`src/aabb_pkg.sv`:
```
`timescale 1ns / 1ps
`default_nettype none

package aabb_pkg;

    localparam int FIELD_WIDTH  = 32;
    localparam int COORD_WIDTH  = 32;
    localparam int FRAC_BITS    = 16;
    localparam int OPCODE_WIDTH = 3;
    localparam int AXIS_WIDTH   = 2;
    localparam int NUM_AXES     = 3;

    typedef enum logic [OPCODE_WIDTH-1:0] {
        OP_RESET     = 3'd0,
        OP_ADD_POINT = 3'd1,
        OP_MERGE_BOX = 3'd2,
        OP_TRANSFORM = 3'd3,
        OP_OVERLAP   = 3'd4
    } t_opcode;

    // axis code that selects no output axis
    localparam logic [AXIS_WIDTH-1:0] AXIS_NONE = 2'd3;

    typedef struct packed {
        logic    accept;
        logic    en_s1;
        logic    en_s2;
        t_opcode op;
    } t_lane_ctl;

endpackage

`default_nettype wire

```
`src/aabb_merge.sv`:
```
`timescale 1ns / 1ps
`default_nettype none

module aabb_merge #(
    parameter int CW = aabb_pkg::COORD_WIDTH
) (
    input  wire logic signed [aabb_pkg::FIELD_WIDTH-1:0] i_trans,
    input  wire logic signed [CW-1:0]                    i_low  [aabb_pkg::NUM_AXES],
    input  wire logic signed [CW-1:0]                    i_high [aabb_pkg::NUM_AXES],
    output logic signed [CW-1:0]                         o_low,
    output logic signed [CW-1:0]                         o_high,
    output logic                                         o_sat
);

    localparam int FW = aabb_pkg::FIELD_WIDTH;
    localparam int XW = (CW > FW) ? CW : FW;
    localparam int SW = XW + 2;
    localparam logic signed [CW-1:0] CMAX = {1'b0, {(CW-1){1'b1}}};
    localparam logic signed [CW-1:0] CMIN = {1'b1, {(CW-1){1'b0}}};

    logic signed [SW-1:0] sum_lo, sum_hi;

    always_comb begin
        sum_lo = SW'(i_trans);
        sum_hi = SW'(i_trans);
        for (int k = 0; k < aabb_pkg::NUM_AXES; k++) begin
            sum_lo = sum_lo + SW'(i_low[k]);
            sum_hi = sum_hi + SW'(i_high[k]);
        end
    end

    always_comb begin
        o_low  = (sum_lo > SW'(CMAX)) ? CMAX : ((sum_lo < SW'(CMIN)) ? CMIN : CW'(sum_lo));
        o_high = (sum_hi > SW'(CMAX)) ? CMAX : ((sum_hi < SW'(CMIN)) ? CMIN : CW'(sum_hi));
        o_sat  = (sum_lo > SW'(CMAX)) || (sum_lo < SW'(CMIN))
              || (sum_hi > SW'(CMAX)) || (sum_hi < SW'(CMIN));
    end

endmodule

`default_nettype wire

```
`config.mk`:
```
export PLATFORM = sky130hd
export DESIGN_NAME = aabb_merge
export DESIGN_NICKNAME = d
export VERILOG_FILES = /design/src/aabb_pkg.sv /design/src/aabb_merge.sv
export SDC_FILE = /design/constraint.sdc
export NUM_CORES = 1
export LEC_CHECK = 0
export ABC_AREA = 1
export BUFFER_PORTS_ARGS = -buffer_cell sky130_fd_sc_hd__clkbuf_2
export CAP_MARGIN = 20
export CORE_MARGIN = 1.5
export CORE_UTILIZATION = 49
export DETAILED_ROUTE_END_ITERATION = 8
export PLACE_DENSITY = 0.81
export SLEW_MARGIN = 20
export SYNTH_ARGS = -nofsm -noshare
export SYNTH_HDL_FRONTEND = slang
export SYNTH_SLANG_ARGS = --single-unit
```
`constraint.sdc`:
```
create_clock -name vclk -period 6.8
set_input_delay 2.04 -clock vclk [all_inputs]
set_output_delay 2.04 -clock vclk [all_outputs]
set_load 0.005 [all_outputs]
```
# Word level (Yosys, flattened, before mapping)
# Cells that the tools add are included.
[word_totals]
ff_bits = 0
latchBits = 0
ram_bits = 0
rom_bits = 0
input_bits = 224
out_inout_bits = 65
memories = 0
[classes]
add_sub_neg = 6
n_mul = 0
n_div = 0
n_lt_le_gt_ge = 4
n_eq_ne = 0
shift = 0
mux = 4
bitwise = 0
reduce_logical = 3
[ops]
columns = ["operator", "count"]
rows = [
  ["$mux W32", 4],
  ["$add A33 B32 Y34", 2],
  ["$add A34 B32 Y34", 2],
  ["$gt A34 B32 Y1 const B", 2],
  ["$lt A34 B32 Y1 const B", 2],
  ["$add A32 B32 Y33", 2],
  ["$logic_or A1 B1 Y1", 3],
]

# Logic depth before layout (Yosys ltp)
[depth]
depth_word = 7
ltp_mapped = 23
depth_no_buf = 22

# Worst setup path before layout
# OpenSTA, ideal clock, no wires.
[synth_path]
path_kind = "input to output"
startpoint = "input i_trans[1] (netlist bit)"
endpoint = "output o_high[10]"
arrival_ns = 4.973
t_required_ns = 4.760
slack_ns = -0.213
cell_stages = 19
path_cell_list = "inv_1 -> fa_1 -> inv_1 -> fa_1 -> ha_1 -> inv_1 -> fa_1 -> nand3b_1 -> nand2_1 -> nand2_1 -> nand2_1 -> nand2_1 -> nand2_2 -> nand2_1 -> nand3b_1 -> nand2_2 -> a21oi_4 -> buf_6 -> o21ai_1"
[synth_between]
elab_chain_len = 6
word_cells_on_any_way = 7
[synth_rtl]
columns = ["element", "line_no", "rtl"]
rows = [
  ["start, declared", "aabb_merge.sv:7", "input wire logic signed [aabb_pkg::FIELD_WIDTH-1:0] i_trans,"],
  ["$add A32 B32 Y33 *", "aabb_merge.sv:28", "sum_hi = sum_hi + SW'(i_high[k]);"],
  ["$add A33 B32 Y34 *", "aabb_merge.sv:28", ""],
  ["$add A34 B32 Y34 *", "aabb_merge.sv:28", ""],
  ["$lt A34 B32 Y1", "aabb_merge.sv:34", "o_high = (sum_hi > SW'(CMAX)) ? CMAX : ((sum_hi < SW'(CMIN)) ? CMIN : CW'(sum_hi));"],
  ["$mux W32", "aabb_merge.sv:34", ""],
  ["$mux W32 *", "aabb_merge.sv:34", ""],
  ["end, declared", "aabb_merge.sv:11", "output logic signed [CW-1:0] o_high,"],
]
# Mark *: on every way between the ends. The rest lies on a longest branch, timed or not.

# Worst setup path in the final report
[layout_path]
startpoint = "input i_trans[1] (netlist bit)"
endpoint = "output o_low[14]"
[layout_between]
elab_chain_len = 6
word_cells_on_any_way = 7
[layout_rtl]
columns = ["element", "line_no", "rtl"]
rows = [
  ["$add A32 B32 Y33 *", "aabb_merge.sv:27", "sum_lo = sum_lo + SW'(i_low[k]);"],
  ["$add A33 B32 Y34 *", "aabb_merge.sv:27", ""],
  ["$add A34 B32 Y34 *", "aabb_merge.sv:27", ""],
  ["$lt A34 B32 Y1", "aabb_merge.sv:33", "o_low = (sum_lo > SW'(CMAX)) ? CMAX : ((sum_lo < SW'(CMIN)) ? CMIN : CW'(sum_lo));"],
  ["$mux W32", "aabb_merge.sv:33", ""],
  ["$mux W32 *", "aabb_merge.sv:33", ""],
  ["end, declared", "aabb_merge.sv:10", "output logic signed [CW-1:0] o_low,"],
]
# Marks and branches as above.

==> flow_summary.yaml <==
sta:
  fin_crit_sh_pct: 109
  max_freq_mhz: 135
  max_slew_margin_pct: 69.2
  worst_slew_pin_slew_ns: 0.457
  hold_violations: 0
  rsz0062_at_grt: "true"
  whs_ns: 4.52
  period_minus_slack_ns: 7.42
  setup_viol: 65
  maxSlewViolCount: 0
  setup_ws_ns: -0.621
placement:
  hpwl_um: 25800
  port-buffer-count: 289
  globalplace.congestion: 0.962
  pre_cts_slack_ns: -0.662
  dp.cells: 2015
detailed_routing:
  via_count: 9693
  wl_per_cell_um: 14.5
  initialDrtViolationCount: 511
  avgViaCountPerCell: 4.75
  first_pass_iters: 7
  drc_errors: 0
  routed_wl_um: 29700
  drtAntennaViolNets: 0
finish:
  nFlopsAndLatches: 0
  num_antenna_cells: 0
  seqCellArea_um2: 0
  instances_no_fill: 2040
  fillers: 1386
  nNetsFinal: 2242
  final_common_cell: "inv_1"
  clkbuf_count: 0
  syn2layout_area_growth_pct: 45.4
  layout-drive-gt1-share_pct: 35.8
  final_cell_mix: "inv_1, nand2_1, clkbuf_2, buf_4, fa_1"
logic_synthesis:
  syn_inst: 1329
  yosysSeqAreaShare_pct: 0
  yosysUniqueCellTypes: 34
  syn-num-nets: 1749
  ys_warn_count: 0
  synth_area_um2: 8470
  avgSynthCellArea_um2: 6.38
critical_path:
  cp.depth: 26
  critPathKind: "in2out"
  critical_path.top_delay_family: "adder cells"
  worstPathMaxFanout: 8
  cp.buffers_inverters: 10
  crit_path_end_kind: "primary output"
  cp-startpoint: "i_trans[1]"
  cp_slowest_stage_delay_ns: 0.54
  cp_common_cell: "nand2_2"
  cp-start-kind: "input port"
  crit_path_end: "o_low[14]"
  worstPathArrival_ns: 5.38
  cp.required_ns: 4.76
  crit_slowest_cell: "fa_1"
global_routing:
  grt_pass1_vias: 9463
  gr-usage-all-layers_pct: 31.6
  antenna_found_initial: 0
  grt_overflow: 0
  grt_start_max_net_pins: 33
  grt_pass1_wl_um: 45200
status:
  outcome: "complete, but fails checks"
  violations: "setup timing"
clock_network:
  ctsHoldBuffers: 0
flow_run:
  maxCapViolations: 0
power:
  power.density_nw_per_um2: 369
  irDropWorstVdd_mv: 0.301
  p_leak_uw: 0.00773
floorplanning:
  num_io_pins: 289
  die_h_um: 135
  initial_utilization_pct: 50.6
  die_w_um: 135
  dieArea_um2: 18100
  rows: 47
  fp.coreArea_um2: 16800
min_path:
  hold_class: "in2out"
-- final cells by class --
| type | instances | area, um^2 | area share [%] |
|---|---|---|---|
| inverter | 455 | 1740 | 14.1 |
| multi-input combinational | 863 | 6980 | 56.7 |
| tap | 220 | 275 | 2.23 |
| timing repair buffer | 502 | 3320 | 27.0 |
-- layer usage --
metal | track usage (%) | wire [um]
met1 | 38.0 | 11800
met4 | 12.4 | 1520
met5 | 0 | 0
met2 | 59.2 | 14700
met3 | 1.54 | 1590
-- metrics by stage --
step	total power [uW]	cell area, um^2	setup TNS, ns	utilization [%]
2_1_floorplan	2220	8520	-4.86	-
3_3_place_gp	3880	11600	-32.09	69.5
3_5_place_dp	3950	11600	-35.89	69.5
4_1_cts	4280	12000	-32.52	71.9
5_1_grt	4960	12300	-46.68	73.5
6_report	4540	12300	-36.95	73.5
-- cell usage after synthesis --
cell type    n  area share, %
inv_1      442             20
nand2_1    335             15
fa_1       130             31
nor2_1      68            3.0
ha_1        66            9.7
a21oi_1     58            3.4
nand3_1     30            1.8
xnor2_1     27            2.8
o21ai_1     25            1.5
xor2_1      21            2.2
o21ai_2     19            2.0
nand2_2     17            1.3
inv_2       13           0.58
o21ai_0     11           0.65
o21bai_1    11           0.97
nor3_1       9           0.53
nand3b_1     8           0.71
buf_6        6           0.80
nand4_1      6           0.44
buf_4        5           0.44
a31oi_1      4           0.30
a21oi_2      2           0.21
a31o_2       2           0.21
nor2_2       2           0.15
nor4_1       2           0.15
o21a_1       2           0.18
a21o_1       1          0.089
a21oi_4      1           0.19
and2_1       1          0.074
and3_1       1          0.074
nand2_4      1           0.13
nand3_2      1           0.12
nor3b_1      1          0.089
o21ai_4      1           0.19
-- tightest hold or removal path, stage by stage --
cell	delay (ns)
clkbuf_2	0.09
ha_1	0.15
nand2_2	0.05
nand2_1	0.04
clkbuf_2	0.10
-- timing repair --
action	in CTS	in global routing
cloned	2	4
endpoints found under the setup margin	65	65
setup buffers	17	10
resized for setup	65	77
pin swaps	20	35
-- report_power, final --
part	total, uW	internal, uW	switching (uW)
clock	0	0	0
combinational	4540	2170	2370
sequential	0	0	0
-- worst min path at each step --
stage	to	cells after the start	from	slack, ns
6_report	o_low[0]	5	i_low[64]	4.52
5_1_grt	o_low[0]	5	i_low[64]	4.56
4_1_cts	o_low[0]	5	i_low[64]	4.53
3_5_place_dp	o_low[0]	5	i_low[64]	4.51
3_3_place_gp	o_low[0]	5	i_low[64]	4.52
2_1_floorplan	o_high[0]	3	i_high[64]	4.28
-- kinds of logic after synthesis --
family,share of synthesized area (%)
AOI/OAI and AO/OA,9.85
xor gates and xnor gates,4.96
adders and majority gates,40.5
buffers and inverters,21.4
and+or+nand+nor,23.3
No activity file was read; power rests on OpenSTA's default activity.
